--- config.mk ---
export PLATFORM = sky130hd
export DESIGN_NAME = bitmap_block_allocator
export DESIGN_NICKNAME = d
export VERILOG_FILES = /design/src/rtl/core/bba_pkg.sv /design/src/rtl/core/bitmap_block_allocator.sv
export SDC_FILE = /design/constraint.sdc
export NUM_CORES = 1
export LEC_CHECK = 0
export BUFFER_PORTS_ARGS = -buffer_cell sky130_fd_sc_hd__buf_2
export CORE_ASPECT_RATIO = 1.4
export CORE_MARGIN = 1.5
export CORE_UTILIZATION = 30
export CTS_CLUSTER_DIAMETER = 60
export CTS_CLUSTER_SIZE = 20
export DETAILED_ROUTE_END_ITERATION = 8
export GPL_TIMING_DRIVEN = 0
export PLACE_DENSITY = 0.51
export SYNTH_ARGS = -nofsm -noshare
export SYNTH_HDL_FRONTEND = slang
export SYNTH_SLANG_ARGS = --single-unit
--- constraint.sdc ---
create_clock -name clk -period 6.45 [get_ports clk]
set_input_delay 0.3225 -clock clk [delete_from_list [all_inputs] [get_ports clk]]
set_output_delay 0.3225 -clock clk [all_outputs]
set_load 0.05 [all_outputs]
--- src/rtl/core/bba_pkg.sv ---
package bba_pkg;

	localparam int SLOT_BYTES        = 4096;
	localparam int SLOT_SH           = 12;
	localparam int SLOTS_PER_SECTION = 32;
	localparam int BIT_W             = 5;
	localparam int SECTION_BYTES     = 4 + SLOT_BYTES * SLOTS_PER_SECTION;
	localparam int HEADER_BYTES      = 4;
	localparam int DEF_SECTIONS      = 2;

	localparam int CMD_W      = 2;
	localparam int OFFSET_W   = 20;
	localparam int INDEX_W    = 6;
	localparam int SLOT_OFF_W = 19;

	typedef enum logic [CMD_W-1:0] {
		CMD_CLEAR = 2'd0,
		CMD_ALLOC = 2'd1,
		CMD_MARK  = 2'd2,
		CMD_NONE  = 2'd3
	} cmd_t;

endpackage

--- src/rtl/core/bitmap_block_allocator.sv ---
// Flow from input transfer to result in the output register: clear and unknown
// commands go straight to push; mark subtracts one section per cycle, then sets the bit;
// alloc scans on from the scan pointer past occupied slots to a free one or the end.
// One item at a time: input ready only while idle; a finished result may wait in the
// output register while the next item is taken. Throughput is set by the scan loop.
// Reset (arst_n low, asynchronous) clears all occupancy bits and rewinds the scan.
module bitmap_block_allocator #(
	parameter int SECTIONS = bba_pkg::DEF_SECTIONS
) (
	input  logic        clk,
	input  logic        arst_n,
	input  logic        s_axis_tvalid,
	output logic        s_axis_tready,
	input  logic [23:0] s_axis_tdata,   // mark_offset[19:0], zero fill
	input  logic [1:0]  s_axis_tuser,   // command[1:0]
	output logic        m_axis_tvalid,
	input  logic        m_axis_tready,
	output logic [31:0] m_axis_tdata,   // slot_index[5:0], slot_offset[24:6], zero fill
	output logic [0:0]  m_axis_tuser    // ok[0]
);

	localparam int TOTAL  = SECTIONS * bba_pkg::SLOTS_PER_SECTION;
	localparam int SCAN_W = $clog2(TOTAL + 1);
	localparam int SEC_W  = (SECTIONS > 1) ? $clog2(SECTIONS) : 1;
	localparam int CNT_W  = $clog2(SECTIONS + 1);
	localparam int REGION = SECTIONS * bba_pkg::SECTION_BYTES;
	localparam int OFF_W  = $clog2(REGION + bba_pkg::HEADER_BYTES + 1);
	localparam int REM_W  = bba_pkg::OFFSET_W;

	typedef enum logic [1:0] {
		ST_IDLE,
		ST_ALLOC,
		ST_MARK,
		ST_PUSH
	} state_t;

	state_t                          state_q;
	logic [31:0]                     occ_q [SECTIONS];
	logic [SCAN_W-1:0]               scan_q;
	logic [OFF_W-1:0]                off_q;
	logic [REM_W-1:0]                rem_q;
	logic [CNT_W-1:0]                sec_q;
	logic                            res_ok_q;
	logic [bba_pkg::INDEX_W-1:0]     res_idx_q;
	logic [bba_pkg::SLOT_OFF_W-1:0]  res_off_q;
	logic                            m_valid_q;
	logic                            m_ok_q;
	logic [bba_pkg::INDEX_W-1:0]     m_idx_q;
	logic [bba_pkg::SLOT_OFF_W-1:0]  m_off_q;

	logic [SEC_W-1:0]          scan_sec;
	logic [bba_pkg::BIT_W-1:0] scan_bit;
	logic                      scan_full;
	logic                      slot_busy;
	logic [OFF_W-1:0]          off_step;
	logic [REM_W:0]            rem_diff;
	logic                      rem_ge;
	logic [REM_W-1:0]          rem_m4;
	logic [bba_pkg::BIT_W-1:0] mark_bit;
	logic [SEC_W-1:0]          mark_sec;
	logic                      sec_full;
	bba_pkg::cmd_t             cmd;

	assign cmd       = bba_pkg::cmd_t'(s_axis_tuser);
	assign scan_sec  = scan_q[bba_pkg::BIT_W +: SEC_W];
	assign scan_bit  = scan_q[bba_pkg::BIT_W-1:0];
	assign scan_full = (scan_q == SCAN_W'(TOTAL));
	assign slot_busy = occ_q[scan_sec][scan_bit];
	assign off_step  = (scan_bit == '1) ?
		OFF_W'(bba_pkg::SLOT_BYTES + bba_pkg::HEADER_BYTES) : OFF_W'(bba_pkg::SLOT_BYTES);
	assign rem_diff  = {1'b0, rem_q} - (REM_W+1)'(bba_pkg::SECTION_BYTES);
	assign rem_ge    = !rem_diff[REM_W];
	assign rem_m4    = rem_q - REM_W'(bba_pkg::HEADER_BYTES);
	assign mark_bit  = rem_m4[bba_pkg::SLOT_SH +: bba_pkg::BIT_W];
	assign mark_sec  = sec_q[SEC_W-1:0];
	assign sec_full  = (sec_q == CNT_W'(SECTIONS));

	always_ff @(posedge clk or negedge arst_n) begin
		if (!arst_n) begin
			state_q   <= ST_IDLE;
			m_valid_q <= 1'b0;
			scan_q    <= '0;
			off_q     <= OFF_W'(bba_pkg::HEADER_BYTES);
			for (int i = 0; i < SECTIONS; i++) begin
				occ_q[i] <= '0;
			end
		end else begin
			if (m_axis_tready && state_q != ST_PUSH) begin
				m_valid_q <= 1'b0;
			end
			case (state_q)
				ST_IDLE: begin
					if (s_axis_tvalid) begin
						res_ok_q  <= (cmd == bba_pkg::CMD_CLEAR);
						res_idx_q <= '0;
						res_off_q <= '0;
						case (cmd)
							bba_pkg::CMD_CLEAR: begin
								for (int i = 0; i < SECTIONS; i++) begin
									occ_q[i] <= '0;
								end
								scan_q   <= '0;
								off_q    <= OFF_W'(bba_pkg::HEADER_BYTES);
								state_q  <= ST_PUSH;
							end
							bba_pkg::CMD_ALLOC: begin
								state_q <= ST_ALLOC;
							end
							bba_pkg::CMD_MARK: begin
								rem_q   <= s_axis_tdata[REM_W-1:0];
								sec_q   <= '0;
								state_q <= ST_MARK;
							end
							default: begin
								state_q <= ST_PUSH;
							end
						endcase
					end
				end
				ST_ALLOC: begin
					if (scan_full) begin
						state_q <= ST_PUSH;
					end else if (!slot_busy) begin
						occ_q[scan_sec][scan_bit] <= 1'b1;
						res_ok_q  <= 1'b1;
						res_idx_q <= bba_pkg::INDEX_W'(scan_q);
						res_off_q <= bba_pkg::SLOT_OFF_W'(off_q);
						state_q   <= ST_PUSH;
					end else begin
						scan_q <= scan_q + SCAN_W'(1);
						off_q  <= off_q + off_step;
					end
				end
				ST_MARK: begin
					if (sec_full) begin
						state_q <= ST_PUSH;
					end else if (rem_ge) begin
						rem_q <= rem_diff[REM_W-1:0];
						sec_q <= sec_q + CNT_W'(1);
					end else begin
						if (rem_q >= REM_W'(bba_pkg::HEADER_BYTES)) begin
							occ_q[mark_sec][mark_bit] <= 1'b1;
							res_ok_q <= 1'b1;
						end
						state_q <= ST_PUSH;
					end
				end
				ST_PUSH: begin
					if (!m_valid_q || m_axis_tready) begin
						m_valid_q <= 1'b1;
						m_ok_q    <= res_ok_q;
						m_idx_q   <= res_idx_q;
						m_off_q   <= res_off_q;
						state_q   <= ST_IDLE;
					end
				end
				default: begin
					state_q <= ST_IDLE;
				end
			endcase
		end
	end

	assign s_axis_tready   = (state_q == ST_IDLE);
	assign m_axis_tvalid   = m_valid_q;
	assign m_axis_tdata    = {7'b0, m_off_q, m_idx_q};
	assign m_axis_tuser[0] = m_ok_q;

`ifndef ASSERT_OFF
	a_scan_range: assert property (@(posedge clk) disable iff (!arst_n)
		scan_q <= SCAN_W'(TOTAL))
		else $error("scan pointer beyond region");

	a_fail_zero: assert property (@(posedge clk) disable iff (!arst_n)
		m_axis_tvalid && !m_axis_tuser[0] |-> m_axis_tdata == '0)
		else $error("failed result carries nonzero payload");

	a_push_src: assert property (@(posedge clk) disable iff (!arst_n)
		$rose(m_axis_tvalid) |-> $past(state_q == ST_PUSH))
		else $error("result loaded outside push");

	a_alloc_taken: assert property (@(posedge clk) disable iff (!arst_n)
		state_q == ST_ALLOC && !scan_full && !slot_busy
		|=> occ_q[$past(scan_sec)][$past(scan_bit)])
		else $error("allocated slot not marked");

	a_sec_range: assert property (@(posedge clk) disable iff (!arst_n)
		state_q == ST_MARK |-> sec_q <= CNT_W'(SECTIONS))
		else $error("mark section count out of range");
`endif

endmodule
### After elaboration in Yosys (flattened, before gate mapping)

Cells that the tools add are included.

| cells by class | value |
|---|---|
| muxes and demuxes | 68 |
| eq/ne operators | 22 |
| reductions and logical operators | 19 |
| bitwise logic cells | 4 |
| order comparisons | 9 |
| $add $sub $neg | 5 |

Operators with widths:

| operator | number |
|---|---|
| 64-bit 2-to-1 mux | 7 |
| 64-bit case mux with 3 select lines | 1 |
| 32-bit 2-to-1 mux | 5 |
| 19-bit 2-to-1 mux | 7 |
| 64-bit bitwise OR | 2 |
| 20-bit 2-to-1 mux | 4 |
| 19-bit case mux with 2 select lines | 2 |
| 32-bit demux with 1-bit select | 2 |
| 20-bit case mux with 2 select lines | 1 |
| 7-bit 2-to-1 mux | 4 |
| 20-bit by 18-bit subtractor with 21-bit output, second input constant | 1 |
| 20-bit by 3-bit greater-or-equal comparator with 1-bit output, second input constant | 1 |
| 2-bit 2-to-1 mux | 10 |
| 2-bit inequality test, second input constant | 10 |
| 19-bit by 13-bit adder with 19-bit output | 1 |
| 6-bit 2-to-1 mux | 3 |
| 17-bit by 3-bit subtractor with 17-bit output, second input constant | 1 |
| 8-bit AND reduction | 2 |
| 7-bit case mux with 2 select lines | 1 |
| 5-bit by 6-bit less-than comparator with 1-bit output, second input constant | 2 |
| 1-bit 2-to-1 mux | 12 |
| 6-bit case mux with 2 select lines | 1 |
| 1-bit demux with 5-bit select | 2 |
| 5-bit by 1-bit greater-or-equal comparator with 1-bit output, second input constant | 2 |
| other kinds (26) | 43 |

| storage, ports and cells | value |
|---|---|
| output and inout bits | 35 |
| input bits | 30 |
| flip-flop bits (word level) | 167 |

### Logic depth before layout (Yosys ltp)

| logic depth | value |
|---|---|
| depth in word-level cells | 12 |
| depth in mapped cells | 12 |

### Worst setup path after synthesis

OpenSTA, ideal clock, no wires.

| timing path | value |
|---|---|
| kind | register to register |
| from | register scan_q[0] |
| to | register res_idx_q[0] (netlist bit) (enable) |
| data arrival time | 3.752 ns |
| stages on the path, launching flop included | 8 |
| slack | 2.259 ns |
| required time | 6.011 ns |
| cell sequence | dfrtp_1 clkbuf_1 mux4_2 a32oi_1 and3_1 nand4_2 or3_1 a211oi_1 |

| on the way | value |
|---|---|
| cells in the longest elaborated chain, start to end | 4 |
| elaborated cells between the ends (all ways) | 6 |
| those cells by class | 3 x eq/ne; 2 x mux; 1 x reduce/logical |

RTL lines:

| item | RTL line | source |
|---|---|---|
| from (decl) | bitmap_block_allocator.sv:39 | `logic [SCAN_W-1:0] scan_q;` |
| from (signal assigned) | bitmap_block_allocator.sv:130 | `scan_q <= scan_q + SCAN_W'(1);` |
| 1-bit binary-select mux with 5-bit select | bitmap_block_allocator.sv:68 | `assign slot_busy = occ_q[scan_sec][scan_bit];` |
| 1-bit 2-to-1 mux (not written as such) | bitmap_block_allocator.sv:68 |  |
| 2-bit inequality test (no line) | - |  |
| 5-bit AND reduction (no line) (*) | - |  |
| to (signal assigned) | bitmap_block_allocator.sv:126 | `res_idx_q <= bba_pkg::INDEX_W'(scan_q);` |
| to (decl) | bitmap_block_allocator.sv:44 | `logic [bba_pkg::INDEX_W-1:0] res_idx_q;` |

Every way passes the cells marked *; elsewhere a longest branch is shown, timed or not. The select of a mux whose other input is x is not followed.
A chain may end at the register's enable or synchronous reset.

### Worst setup path after layout

| timing path | value |
|---|---|
| from | register scan_q[0] |
| to | register res_ok_q (enable) |

| on the way | value |
|---|---|
| cells in the longest elaborated chain, start to end | 4 |
| elaborated cells between the ends (all ways) | 6 |
| those cells by class | 3 x eq/ne; 2 x mux; 1 x reduce/logical |

RTL lines:

| item | RTL line | source |
|---|---|---|
| 1-bit binary-select mux with 5-bit select | bitmap_block_allocator.sv:68 |  |
| 1-bit 2-to-1 mux (not written as such) | bitmap_block_allocator.sv:68 |  |
| 2-bit inequality test (no line) | - |  |
| 8-bit AND reduction (no line) (*) | - |  |
| to (signal assigned) | bitmap_block_allocator.sv:94 | `res_ok_q <= (cmd == bba_pkg::CMD_CLEAR);` |
| to (decl) | bitmap_block_allocator.sv:43 | `logic res_ok_q;` |

Marks and branches as above.

==> results.yml <==
pwr:
  pwr_density_cell_nw_per_um2: 417
  vdd_ir_drop_max_mv: 0.210
  combPwrFrac_pct: 48.0
  seqPwrFrac_pct: 31.0
  power.leakage_uw: 0.00383
  pwr-share-clk_pct: 20.9
  switchingPower_uw: 2140
  intPower_uw: 2390
  switching_share_pct: 47.3
die:
  start_util_pct: 30.7
  core_sq_um: 30900
  die_h_um: 213
  ios: 65
  die_area_sq_um: 32700
  dieWidth_um: 153
  rows: 76
clock_tree:
  cts_root_buffer: "clkbuf_16"
  cts.path.max_buffers: 2
  clk_latency_ns: 0.45
  cts_resized: 0
  cts_made_buffers: 17
  ctsHtreeMaxLevel: 4
  clock-sinks: 161
  cts_tree: "done"
  hold_buffers: 1
  postCtsSetupBuffers: 0
  clk_pin_slew_ns: 0.07
sta:
  fmax_mhz: 268
  setup-tns-final_ns: 0
  max_slew.worst_pin.slew_ns: 1.32
  post-route-period-util_pct: 57.8
  skew_ns: 0.00777
  rsz0062_at_grt: "false"
  final-max-slew-violation-count: 0
  setup_viol: 0
  final_hold_viol_count: 0
  relSlewSlack_pct: 11.2
  final.min_clock_period_ns: 3.73
place:
  io_buffers: 51
  place.gp.congestion: 0.861
  dp_hpwl_mm: 19.2
grt:
  track_usage_pct: 17.1
  grt_start_max_net_pins: 51
  grt_antenna_before_repair: 0
  overflow: 0
  grt_pass1_vias: 7247
  grt_pass1_wl_mm: 42.2
critical_path:
  rr_endpoint: "res_ok_q"
  crit_chain: "clkbuf_1, mux4_2, a32oi_1, and3_1, nand4_2, nor2_2, buf_4, buf_2, nor2_1, nor3_1"
  crit_slowest_cell: "clkbuf_1"
  max_stage_delay_ns: 0.63
  startpoint_type: "flip-flop"
  reg2reg_setup_slack_ns: 2.72
  worstPathMaxFanout: 10
  crit_path_end: "res_ok_q"
  required_ns: 6.59
  reg2reg_from: "scan_q[0]"
  ff2ff_path_depth: 10
  crit_path_start: "scan_q[0]"
  endpoint_kind: "flip-flop"
  crit_type: "reg2reg"
  arrival_ns: 3.86
drt:
  vias: 7094
  vias_per_cell: 5.37
  drc: 6
  dr.pass1.iters: 6
  wl_mm: 27.0
  drt-initial-drc-count: 411
  wl_per_cell_um: 20.4
  antenna_left: 0
synth:
  synth_flop_cell: "dfrtp_1"
  yosysMostFrequentCell: "dfrtp_1"
  synth_edf_count: 70
  syn_inst: 836
  synth.yosys.seq_area_share_pct: 46.2
  synthTopCellsByArea: "dfrtp_1, edfxtp_1, nor4_4"
  synth_top_cells_by_count: "dfrtp_1, nor2_1, edfxtp_1"
  yosys_warnings: 0
  async_reset_ff_share_pct: 56.5
  syn_area_per_cell_sq_um: 11.3
  synth_top_area_share_pct: 23.8
  synth_area_leader_cell: "dfrtp_1"
  ys_seq_elements: 161
  ys_types: 77
  syn_area_sq_um: 9480
run:
  drv_cap: 0
final_layout:
  fin_util_pct: 35.2
  fillers: 3047
  antennaDiodeCount: 0
  layout.nets: 964
  synthToLayoutAreaGrowth_pct: 14.8
  drive_above_1_share_pct: 23.8
hold_path:
  hold_path.class: "in2reg"
status:
  outcome: "complete, but fails checks"
  violations: "design-rule violations"
==> power by group through the flow <==
stage                     combinational [uW]  sequential [uW]  clock (uW)
after floorplan                         1450             1510           0
after global placement                  2140             1430           0
after detailed placement                2180             1430           0
after CTS                               2190             1410         969
after global routing                    2330             1430        1010
final                                   2180             1410         950
==> per-stage QoR <==
step           instance area, sq um  total power [uW]  hold slack, ns  setup WS, ns  instances
5_1_grt                       10900              4770           0.177          2.62       1321
3_3_place_gp                  10200              3570           0.403         0.548       1285
3_5_place_dp                  10300              3610           0.405          2.78       1288
6_report                      10900              4530           0.168          2.72       1321
2_1_floorplan                  9510              2960          0.0269          2.26        844
4_1_cts                       10900              4570           0.151          2.76       1321
==> area by class of cell <==
class | instances | area [sq um] | share of cell area, %
multi-input combinational | 565 | 4530 | 41.6
sequential | 161 | 4380 | 40.3
tap | 390 | 488 | 4.48
buffer | 68 | 442 | 4.06
clock buffer | 17 | 425 | 3.91
timing repair buffer | 55 | 325 | 2.99
inverter | 50 | 188 | 1.72
clock inverter | 15 | 109 | 1.00
==> cell usage in the layout, fill, tap and decap left out, drive strengths merged, types with 11 or more instances in the layout <==
cell type / n
a211oi: 32
nand2: 34
o21ai: 18
ha: 16
nor2: 73
dfrtp: 90
and2: 24
mux2i: 14
nor2b: 13
edfxtp: 70
buf: 105
nor4: 33
clkbuf: 34
nor3: 52
inv: 55
xnor2: 11
nand3: 17
a21oi: 18
a221oi: 59
==> worst max-delay path, delay by kind of cell, from the launching register on <==
family	cells	cell delay, ns
and+or+nand+nor	5	1.15
AOI/OAI and AO/OA	1	0.20
DFF	1	0.41
buffers and inverters	3	1.20
muxes	1	0.45
==> layer usage <==
layer | wire (um) | global-route usage, % | part of all wire [%]
met3 | 1060 | 2.72 | 3.9
met2 | 13800 | 30.7 | 51
met4 | 1070 | 8.92 | 4.0
met5 | 0 | 0 | 0
met1 | 11000 | 19.7 | 41
==> logic make-up (layout without fill, tap and decap cells) <==
kind of cell / count (synthesis) / in the layout / synth area share (%)
compound gates: 191 / 191 / 17.4
xor+xnor: 21 / 21 / 1.94
fa+ha+maj: 16 / 16 / 2.11
buf+inv: 118 / 205 / 6.64
flops: 161 / 161 / 46.2
mux: 32 / 32 / 4.81
other cells: 1 / 9 / 0.0396
simple gates: 296 / 296 / 20.9
==> registers in the layout (all words and copies together), names as in the netlist <==
| name | cells |
|---|---|
| m_axis_tuser | 1 |
| m_axis_tvalid | 1 |
| m_idx_q | 6 |
| m_off_q | 17 |
| occ_q | 64 |
| off_q | 17 |
| rem_q | 20 |
| res_idx_q | 6 |
| res_off_q | 17 |
| res_ok_q | 1 |
| scan_q | 7 |
| sec_q | 2 |
| state_q | 2 |
==> worst min path at each step <==
stage | depth (start not counted) | startpoint | to
floorplan | 0 | arst_n | m_axis_tvalid
global placement | 0 | res_off_q[11] | m_off_q[11]
detailed placement | 1 | arst_n | occ_q[55]
CTS | 2 | s_axis_tdata[1] | rem_q[1]
global route | 2 | s_axis_tdata[13] | rem_q[13]
finish | 2 | s_axis_tdata[0] | rem_q[0]
(Power assumes the default switching activity.)
